`config.mk`:
```
export PLATFORM = sky130hd
export DESIGN_NAME = multichannel_adaptive_delta_predictor_top
export DESIGN_NICKNAME = d
export VERILOG_FILES = /design/src/rtl/madp_pkg.sv /design/src/rtl/madp_calc.sv /design/src/rtl/multichannel_adaptive_delta_predictor_top.sv
export SDC_FILE = /design/constraint.sdc
export NUM_CORES = 2
export LEC_CHECK = 0
export ABC_AREA = 1
export BUFFER_PORTS_ARGS = -buffer_cell sky130_fd_sc_hd__buf_2
export CAP_MARGIN = 20
export CORE_UTILIZATION = 45
export CTS_CLUSTER_SIZE = 12
export DETAILED_ROUTE_END_ITERATION = 6
export PLACE_DENSITY_LB_ADDON = 0.08
export SYNTH_ARGS = -nofsm -noshare
export SYNTH_HDL_FRONTEND = slang
export SYNTH_HIERARCHICAL = 1
export SYNTH_SLANG_ARGS = --single-unit
```
`constraint.sdc`:
```
create_clock -name clock -period 18.45 [get_ports clock]
set_clock_uncertainty 0.15 [all_clocks]
set_input_delay 1.845 -clock clock [delete_from_list [all_inputs] [get_ports clock]]
set_output_delay 1.845 -clock clock [all_outputs]
set_load 0.005 [all_outputs]
```
`src/rtl/madp_pkg.sv`:
```
// ----------------------------------------------------------------------------
// madp_pkg
// Shared types and constants of the multichannel adaptive delta predictor.
// ----------------------------------------------------------------------------
package madp_pkg;

   localparam int unsigned NUM_WEIGHTS = 5;
   localparam int unsigned NUM_HIST    = 4;
   localparam int unsigned NUM_SUMS    = 11;

   localparam logic [2:0] COUNT_DEFAULT = 3'd1;
   localparam logic [2:0] COUNT_LIMIT   = 3'd4;

   // Complete per-channel state, kept as one word of the channel memory.
   typedef struct packed {
      logic [NUM_WEIGHTS-1:0][5:0] weights;
      logic [NUM_HIST-1:0][8:0]    hist;
      logic [7:0]                  prev_delta;
      logic [8:0]                  prev_value;
      logic [NUM_SUMS-1:0][15:0]   sums;
      logic [4:0]                  count;
   } chan_state_type;

endpackage

```
`src/rtl/madp_calc.sv`:
```
// ----------------------------------------------------------------------------
// madp_calc
// Combinational datapath: prediction, sample, history, error sums and weight
// adaptation for the channel in flight.
// ----------------------------------------------------------------------------
module madp_calc
   import madp_pkg::*;
(
   input  chan_state_type cur_state,
   input  logic [7:0]     cross_delta,
   input  logic [7:0]     delta,
   output chan_state_type nxt_state,
   output logic [7:0]     sample,
   output logic [7:0]     cross_delta_nxt
);

   function automatic logic [10:0] mag12(input logic [11:0] v);
      logic [11:0] neg;
      begin
         neg = 12'd0 - v;
         return v[11] ? neg[10:0] : v[10:0];
      end
   endfunction

   // Keeps the lower index on a tie.
   function automatic logic [19:0] min_pair(input logic [19:0] lo, input logic [19:0] hi);
      return (hi[15:0] < lo[15:0]) ? hi : lo;
   endfunction

   logic [4:0][8:0]   terms;
   logic [4:0][14:0]  prods;
   logic [10:0]       acc;
   logic [8:0]        sample9;
   logic [8:0]        step_delta;
   logic [11:0]       err12;
   logic [10:0][15:0] sums_add;
   logic [10:0][19:0] cand;
   logic [5:0][19:0]  lvl1;
   logic [2:0][19:0]  lvl2;
   logic [1:0][19:0]  lvl3;
   logic [19:0]       best;
   logic [3:0]        best_idx;
   logic [3:0]        best_m1;
   logic [2:0]        w_sel;
   logic [4:0]        count_nxt;
   logic              roll;

   always_comb begin
      // History shift: the newest term is the last delta, then its change.
      terms[0] = {cur_state.prev_delta[7], cur_state.prev_delta};
      terms[1] = terms[0] - cur_state.hist[0];
      terms[2] = cur_state.hist[1];
      terms[3] = cur_state.hist[2];
      terms[4] = {cross_delta[7], cross_delta};

      for (int k = 0; k < 5; k++) begin
         prods[k] = 15'($signed(cur_state.weights[k]) * $signed(terms[k]));
      end

      // Only bits 3 to 10 of the weighted sum are used, so 11 bits suffice.
      acc = {cur_state.prev_value[7:0], 3'b000} + prods[0][10:0] + prods[1][10:0]
          + prods[2][10:0] + prods[3][10:0] + prods[4][10:0];
      sample9 = {1'b0, acc[10:3]} - {1'b0, delta};
      step_delta = sample9 - cur_state.prev_value;

      err12 = {delta[7], delta, 3'b000};
      sums_add[0] = cur_state.sums[0] + 16'(mag12(err12));
      for (int k = 0; k < 5; k++) begin
         sums_add[2*k+1] = cur_state.sums[2*k+1]
                         + 16'(mag12(err12 - {{3{terms[k][8]}}, terms[k]}));
         sums_add[2*k+2] = cur_state.sums[2*k+2]
                         + 16'(mag12(err12 + {{3{terms[k][8]}}, terms[k]}));
      end

      for (int k = 0; k < 11; k++) begin
         cand[k] = {4'(k), sums_add[k]};
      end
      for (int k = 0; k < 5; k++) begin
         lvl1[k] = min_pair(cand[2*k], cand[2*k+1]);
      end
      lvl1[5] = cand[10];
      for (int k = 0; k < 3; k++) begin
         lvl2[k] = min_pair(lvl1[2*k], lvl1[2*k+1]);
      end
      lvl3[0] = min_pair(lvl2[0], lvl2[1]);
      lvl3[1] = lvl2[2];
      best = min_pair(lvl3[0], lvl3[1]);
      best_idx = best[19:16];
      best_m1 = best_idx - 4'd1;
      w_sel = best_m1[3:1];

      count_nxt = cur_state.count + 5'd1;
      roll = (count_nxt == 5'd0);

      nxt_state.hist[0]   = terms[0];
      nxt_state.hist[1]   = terms[1];
      nxt_state.hist[2]   = terms[2];
      nxt_state.hist[3]   = terms[3];
      nxt_state.prev_delta = step_delta[7:0];
      nxt_state.prev_value = sample9;
      nxt_state.count      = count_nxt;
      nxt_state.sums       = roll ? '0 : sums_add;

      // Every 32 samples the best-scoring term moves its weight one step, unless the plain sum scores best.
      for (int k = 0; k < 5; k++) begin
         nxt_state.weights[k] = cur_state.weights[k];
         if (roll && (best_idx != 4'd0) && (w_sel == 3'(k))) begin
            if (best_idx[0]) begin
               if ($signed(cur_state.weights[k]) >= -6'sd16) begin
                  nxt_state.weights[k] = cur_state.weights[k] - 6'd1;
               end
            end else begin
               if ($signed(cur_state.weights[k]) < 6'sd16) begin
                  nxt_state.weights[k] = cur_state.weights[k] + 6'd1;
               end
            end
         end
      end
   end

   assign sample          = sample9[7:0];
   assign cross_delta_nxt = step_delta[7:0];

endmodule

```
`src/rtl/multichannel_adaptive_delta_predictor_top.sv`:
```
// Pipeline: an accepted delta beat passes stage 1, then the sample register, whose beat is offered.
// Throughput: one delta beat per cycle while the sample side takes its beats; the channel
// memory is read at acceptance and written back when stage 1 moves on, with the
// written-back state forwarded to a following beat of the same channel.
// Reset: synchronous, active high; control registers take their reset values and the per-channel
// valid bits clear at once, so every channel reads as zero state; no clearing pass.
// ----------------------------------------------------------------------------
// multichannel_adaptive_delta_predictor_top
// Interleaved multichannel adaptive delta predictor. Each delta beat yields one
// sample beat for the channel whose turn it is; channels rotate round-robin.
// ----------------------------------------------------------------------------
module multichannel_adaptive_delta_predictor_top
   import madp_pkg::*;
#(
   parameter int unsigned MAX_CHANNELS = 4
)(
   input  logic       clock,
   input  logic       reset,
   input  logic       req_valid,
   output logic       req_ready,
   input  logic [7:0] req_delta,
   output logic       rsp_valid,
   input  logic       rsp_ready,
   output logic [7:0] rsp_sample,
   input  logic       csr_wr_en,
   input  logic [2:0] csr_wr_data
);

   localparam int unsigned CH_W = (MAX_CHANNELS > 1) ? $clog2(MAX_CHANNELS) : 1;
   localparam logic [3:0]  MAX_CH = 4'(MAX_CHANNELS);

   // Channel state memory: one word per channel, synchronous read. An entry
   // that has never been written reads as all zero through its valid bit.
   chan_state_type            chan_mem [MAX_CHANNELS];
   logic [MAX_CHANNELS-1:0]   mem_valid_ff;
   chan_state_type            rd_data_ff;
   logic                      rd_valid_ff;

   logic [2:0]      ccount_ff;
   logic [CH_W-1:0] active_ch_ff;
   logic [CH_W-1:0] active_ch_in;
   logic [7:0]      cross_ff;

   // Stage 1: the beat whose channel word is being read, then computed.
   logic            s1_valid_ff;
   logic [CH_W-1:0] s1_ch_ff;
   logic [7:0]      s1_delta_ff;
   logic            s1_fwd_ff;
   chan_state_type  wb_state_ff;

   logic            rsp_valid_ff;
   logic [7:0]      rsp_sample_ff;

   logic            req_accept;
   logic            s1_fire;
   logic [3:0]      eff_count;
   logic [3:0]      wr_eff_count;
   logic [3:0]      ch_plus1;
   chan_state_type  cur_state;
   chan_state_type  nxt_state;
   logic [7:0]      calc_sample;
   logic [7:0]      calc_cross;

   // A zero count behaves as one channel; counts above four saturate, and
   // never beyond the channels that the memory holds.
   function automatic logic [3:0] limit_count(input logic [2:0] raw);
      logic [3:0] n;
      begin
         n = {1'b0, raw};
         if (raw == 3'd0) begin
            n = {1'b0, COUNT_DEFAULT};
         end else if (raw > COUNT_LIMIT) begin
            n = {1'b0, COUNT_LIMIT};
         end
         if (n > MAX_CH) begin
            n = MAX_CH;
         end
         return n;
      end
   endfunction

   assign eff_count    = limit_count(ccount_ff);
   assign wr_eff_count = limit_count(csr_wr_data);

   // The output register decouples the two sides: stage 1 moves on whenever the
   // sample register is empty or its beat is taken in the same cycle.
   assign s1_fire    = s1_valid_ff && (!rsp_valid_ff || rsp_ready);
   assign req_ready  = !s1_valid_ff || s1_fire;
   assign req_accept = req_valid && req_ready;

   assign ch_plus1     = 4'(active_ch_ff) + 4'd1;
   assign active_ch_in = (ch_plus1 >= eff_count) ? '0 : CH_W'(ch_plus1);

   // A beat of the same channel accepted while its predecessor writes back
   // reads a stale word, so it takes the written-back copy instead.
   always_comb begin
      if (s1_fwd_ff) begin
         cur_state = wb_state_ff;
      end else if (rd_valid_ff) begin
         cur_state = rd_data_ff;
      end else begin
         cur_state = '0;
      end
   end

   madp_calc u_calc (
      .cur_state       (cur_state),
      .cross_delta     (cross_ff),
      .delta           (s1_delta_ff),
      .nxt_state       (nxt_state),
      .sample          (calc_sample),
      .cross_delta_nxt (calc_cross)
   );

   always_ff @(posedge clock) begin
      if (s1_fire) begin
         chan_mem[s1_ch_ff] <= nxt_state;
      end
   end

   always_ff @(posedge clock) begin
      if (req_accept) begin
         rd_data_ff <= chan_mem[active_ch_ff];
      end
   end

   // Control state.
   always_ff @(posedge clock) begin
      if (reset) begin
         mem_valid_ff <= '0;
         rd_valid_ff  <= 1'b0;
         ccount_ff    <= COUNT_DEFAULT;
         active_ch_ff <= '0;
         cross_ff     <= 8'd0;
         s1_valid_ff  <= 1'b0;
         s1_fwd_ff    <= 1'b0;
         rsp_valid_ff <= 1'b0;
      end else begin
         if (csr_wr_en) begin
            ccount_ff <= csr_wr_data;
            if (4'(active_ch_ff) >= wr_eff_count) begin
               active_ch_ff <= '0;
            end
         end else if (req_accept) begin
            active_ch_ff <= active_ch_in;
         end

         if (s1_fire) begin
            mem_valid_ff[s1_ch_ff] <= 1'b1;
            cross_ff               <= calc_cross;
         end

         if (req_accept) begin
            rd_valid_ff <= mem_valid_ff[active_ch_ff];
            s1_fwd_ff   <= s1_fire && (s1_ch_ff == active_ch_ff);
            s1_valid_ff <= 1'b1;
         end else if (s1_fire) begin
            s1_valid_ff <= 1'b0;
            s1_fwd_ff   <= 1'b0;
         end

         if (s1_fire) begin
            rsp_valid_ff <= 1'b1;
         end else if (rsp_ready) begin
            rsp_valid_ff <= 1'b0;
         end
      end
   end

   // Payload registers.
   always_ff @(posedge clock) begin
      if (req_accept) begin
         s1_ch_ff    <= active_ch_ff;
         s1_delta_ff <= req_delta;
      end
      if (s1_fire) begin
         wb_state_ff   <= nxt_state;
         rsp_sample_ff <= calc_sample;
      end
   end

   assign rsp_valid  = rsp_valid_ff;
   assign rsp_sample = rsp_sample_ff;

`ifndef SYNTHESIS
   a_active_in_range: assert property (@(posedge clock) disable iff (reset)
      4'(active_ch_ff) < eff_count)
      else $error("active channel beyond the configured count");

   a_fwd_has_beat: assert property (@(posedge clock) disable iff (reset)
      s1_fwd_ff |-> s1_valid_ff)
      else $error("forward flag set without a beat in stage 1");

   a_stall_holds: assert property (@(posedge clock) disable iff (reset)
      (s1_valid_ff && !s1_fire) |=> (s1_valid_ff && $stable(s1_ch_ff)))
      else $error("stalled stage 1 beat lost or changed channel");

   a_ready_reason: assert property (@(posedge clock) disable iff (reset)
      !req_ready |-> (s1_valid_ff && rsp_valid_ff))
      else $error("input held off while the pipeline has room");
`endif

endmodule

```
# After elaboration in Yosys (flattened, before gate mapping)
# Memory sizes are Yosys's and may differ from the RTL's. A register that Yosys moved wholly into a read port is not among the register bits.
# Cells that the tools add are included.
[classes]
add_sub_neg = 53
multipliers = 5
div = 0
order_cmp = 29
n_eq_ne = 6
shifts = 0
mux = 65
bitwise_logic = 1
reduce_logical = 23
[op_table]
columns = ["op", "n"]
rows = [
  ["$mux W264", 2],
  ["$add A16 B11 Y16", 11],
  ["$mux W176", 1],
  ["$lt A16 B16 Y1", 10],
  ["$mux W11", 11],
  ["$sub A1 B11 Y11 const A", 11],
  ["$mux W6", 20],
  ["$mux W20", 5],
  ["$mux W17", 5],
  ["$add A11 B11 Y11", 5],
  ["$add A11 B9 Y12", 3],
  ["$sub A11 B9 Y12", 3],
  ["$mul A6 B9 Y11", 3],
  ["$add A6 B1 Y6 const B", 5],
  ["$ge A6 B5 Y1 const B", 5],
  ["$lt A6 B6 Y1 const B", 5],
  ["$sub A6 B1 Y6 const B", 5],
  ["$add A11 B8 Y12", 2],
  ["$sub A11 B8 Y12", 2],
  ["$mul A6 B8 Y11", 2],
  ["$mux W3", 4],
  ["$logic_and A1 B1 Y1", 10],
  ["$logic_not A3 Y1", 3],
  ["$mux W1", 9],
  ["other kinds (28)", 40],
]
[totals]
reg_bits = 302
latchBits = 0
mem_bits_rw = 1056
romBits = 0
in_bits = 16
output_inout_bits = 10
elab_cells = 217
memories = 1
[memory_table]
columns = ["name", "words", "word_bits", "read_ports", "rd_ports_with_merged_regs", "wr", "line", "source"]
rows = [
  ["chan_mem", 4, 264, 1, 1, 1, "multichannel_adaptive_delta_predictor_top.sv:34", "chan_state_type chan_mem [MAX_CHANNELS];"],
]

# Logic depth before layout (Yosys ltp)
[logic_depth]
depth_word = 19
depth_mapped = 100
depth_no_buf = 93

# Modules after synthesis
# Netlist, hierarchy kept.
[by_module_without_submodules]
columns = ["module", "n_inst", "cells_per_inst", "area_per_inst_um2", "seq_area_each_um2"]
rows = [
  ["multichannel_adaptive_delta_predictor_top", 1, 4120, 59971.3, 48526.5],
  ["madp_calc", 1, 4290, 27371.3, 0.0],
]

# Least setup slack after synthesis
# Ideal clock, no wire load.
[synth_path]
kind = "register to register"
from = "reg s1_fwd_ff"
to = "mem chan_mem[0][243] (netlist bit) (data pin)"
arrival_ps = 12678
t_required_ps = 18030
slack_ps = 5352
path_stages_with_launch = 91
path_buffers = 7
path_cell_list = "dfxtp_1 -> inv_1 -> clkbuf_1 -> buf_2 -> nand3_1 -> nand2_1 -> inv_1 -> ha_1 -> inv_1 -> fa_1 -> nand2_1 -> inv_1 -> o21ai_0 -> nand2_1 -> a21oi_1 -> o21ai_0 -> nand2_1 -> nand2_1 -> [... 55 more ...] -> clkbuf_1 -> nand2_1 -> o21ai_0 -> ha_1 -> a21oi_1 -> o21ai_0 -> a31oi_1 -> nand2_4 -> nand2_2 -> nand2_4 -> buf_2 -> ha_1 -> inv_1 -> nand3_1 -> nor2_2 -> nand3_2 -> nand2_1 -> nand2_1"
[synth_rtl]
columns = ["item", "line", "source"]
rows = [
  ["from (decl)", "multichannel_adaptive_delta_predictor_top.sv:48", "logic s1_fwd_ff;"],
  ["from (signal assigned)", "multichannel_adaptive_delta_predictor_top.sv:155", "s1_fwd_ff <= s1_fire && (s1_ch_ff == active_ch_ff);"],
  ["to (decl)", "multichannel_adaptive_delta_predictor_top.sv:34", ""],
]

==> impl_metrics.toml <==
[critical_path]
crit_path_end_kind = "flip-flop"
timing.critical_path.slowest_cell_delay_ns = 0.62
path_common_cell = "sky130_fd_sc_hd__nand2_1"
worst_ep_arrival_time_ns = 17.23
cp.required_ns = 18.86
slowest_cell_on_crit_path = "sky130_fd_sc_hd__o21ai_0"
startpoint_type = "flip-flop"
critPathMaxFanout = 72
class_of_the_most_critical_setup_path = "reg2reg"

[cells_and_area]
final_nets = 8849
layout.cells.most_common = "sky130_fd_sc_hd__edfxtp_1"
final.fill_count = 17100
post-route-util_pct = 49.4
layout.cells.most_common_list = "sky130_fd_sc_hd__edfxtp_1 (1542), sky130_fd_sc_hd__nand2_1 (1439), sky130_fd_sc_hd__nor2_1 (891)"
stdcell_area_um2 = 92800
area_growth_syn_to_layout_pct = 9.11
drive_above_1_share_pct = 5.30

[synth]
synthesis.nets = 8939
mappedNetlistArea_um2 = 85100
syn-mean-instance-area_um2 = 10.3
yosys_warnings = 6
synthesis.instances = 8258

[detailed_routing]
first_iter_violations = 4690
drt_pass1_iterations = 7
wl_per_cell_um = 22.4
post_drt_via_cell_ratio = 5.46
detail_route.wirelength_mm = 242
final_antenna_net_count = 0
drc_errors = 2
dr_total_vias = 59000

[hold_path]
min_path_type = "reg2reg"

[sta]
finalMaxSlewViolations = 0
tightestPinTransition_ns = 1.23
timing.setup.tns_ns = 0
relSlewSlack_pct = 17.1
fmaxAchievable_ghz = 0.0594
final-hold-violation-count = 0
setup_viol_count_final = 0
layout_min_cycle_time_ns = 16.82
rsz0062_at_grt = "no"
final_period_util_pct = 91.2

[job]
drv_cap = 0

[cts]
cts_inserted_buffers = 173
cts_htree_levels = 4
cts.clk_slew.worst_paths_ns = 0.06
clock_sinks = 1563
clock_tree_from_tritoncts = "built"
ctsLongestPathBuffers = 3
worst_skew_pair.late_latency_ns = 0.86
clk_root_buffer_cell = "sky130_fd_sc_hd__clkbuf_16"

[die]
width_of_the_die_um = 437
floorplan.io_pins = 26
placeableCoreArea_um2 = 188000
rows = 159
die_y_um = 437
floorplan.initialDensity_pct = 45.3
fp.dieArea_um2 = 191000

[global_route]
gr-total-overflow = 0
number_of_antenna_violations_at_the_first_check_in_global_routing = 1
maximum_number_of_pins_on_one_net_before_global_route_repair = 92
grt_pass1_vias = 56700
grt_util_all_layers_pct = 25.2
grt_first_pass_wirelength_mm = 365

[outcome]
result_of_the_run = "finished, violations left"
violations = "DRC"

[placement]
placed_area_um2 = 87400
place.gp.congestion = 0.925
buffers_on_ports = 25
post-dp-hpwl_mm = 157
[worst paths after layout]
kind                   startpoint                to  slack [ns]  depth (start not counted)
setup / recovery        s1_fwd_ff  chan_mem[3][237]        1.63                         81
hold / removal    mem_valid_ff[0]   mem_valid_ff[0]        0.31                          1
setup reg to reg        s1_fwd_ff  chan_mem[3][237]        1.63                         81
hold reg to reg   mem_valid_ff[0]   mem_valid_ff[0]        0.31                          1
[per-layer routing]
layer | track usage (%) | vias up | share of wire [%]
li1 | - | 27900 | -
met1 | 36.3 | 29300 | 47
met2 | 40.1 | 1505 | 46
met3 | 3.06 | 277 | 5.2
met4 | 7.17 | 0 | 2.6
met5 | 0 | - | 0
[state kept, by name, indices dropped and copies added (netlist names), 2 cells and up]
register      count
chan_mem       1016
rd_data_ff      254
wb_state_ff     254
cross_ff          8
rsp_sample        8
s1_delta_ff       8
mem_valid_ff      4
ccount_ff         3
active_ch_ff      2
s1_ch_ff          2
[worst max-delay path: cells and delay by family, from the launching register on]
kind	cells	cell delay (ns)
buffers and inverters	10	1.69
AO/OA/AOI/OAI	25	5.15
AND/OR/NAND/NOR	34	5.49
flip-flops	1	0.38
XOR/XNOR	3	0.83
adder cells (fa/ha/maj)	9	2.78
[cell type report]
| type | count | area (µm²) | area share [%] |
|---|---|---|---|
| clock inverter | 98 | 975 | 1.05 |
| tap | 2495 | 3120 | 3.36 |
| sequential | 1563 | 46700 | 50.3 |
| antenna | 2 | 5.00 | 0.00539 |
| multi-input combinational | 5413 | 33100 | 35.7 |
| inverter | 881 | 3380 | 3.64 |
| timing repair buffer | 136 | 1020 | 1.10 |
| clock buffer | 213 | 4480 | 4.82 |
[repair_timing]
action,in CTS,in global routing
hold buffers,0,0
buffers inserted,0,0
endpoints found under the setup margin,0,150
hold endpoints to repair,0,0
resized for setup,0,4
[per-stage QoR]
step | cells | hold slack (ns) | setup slack [ns]
after CTS | 10800 | 0.313 | 0.776
after floorplan | 8258 | 0.285 | 5.36
after global placement | 10500 | 0.293 | 1.05
after detailed placement | 10500 | 0.299 | 0.822
after global routing | 10800 | 0.349 | 0.102
final | 10800 | 0.310 | 1.63
Power is left out: the tool's default activity adds up to more than one toggle a clock period on the data nets, which glitch-free logic cannot reach.
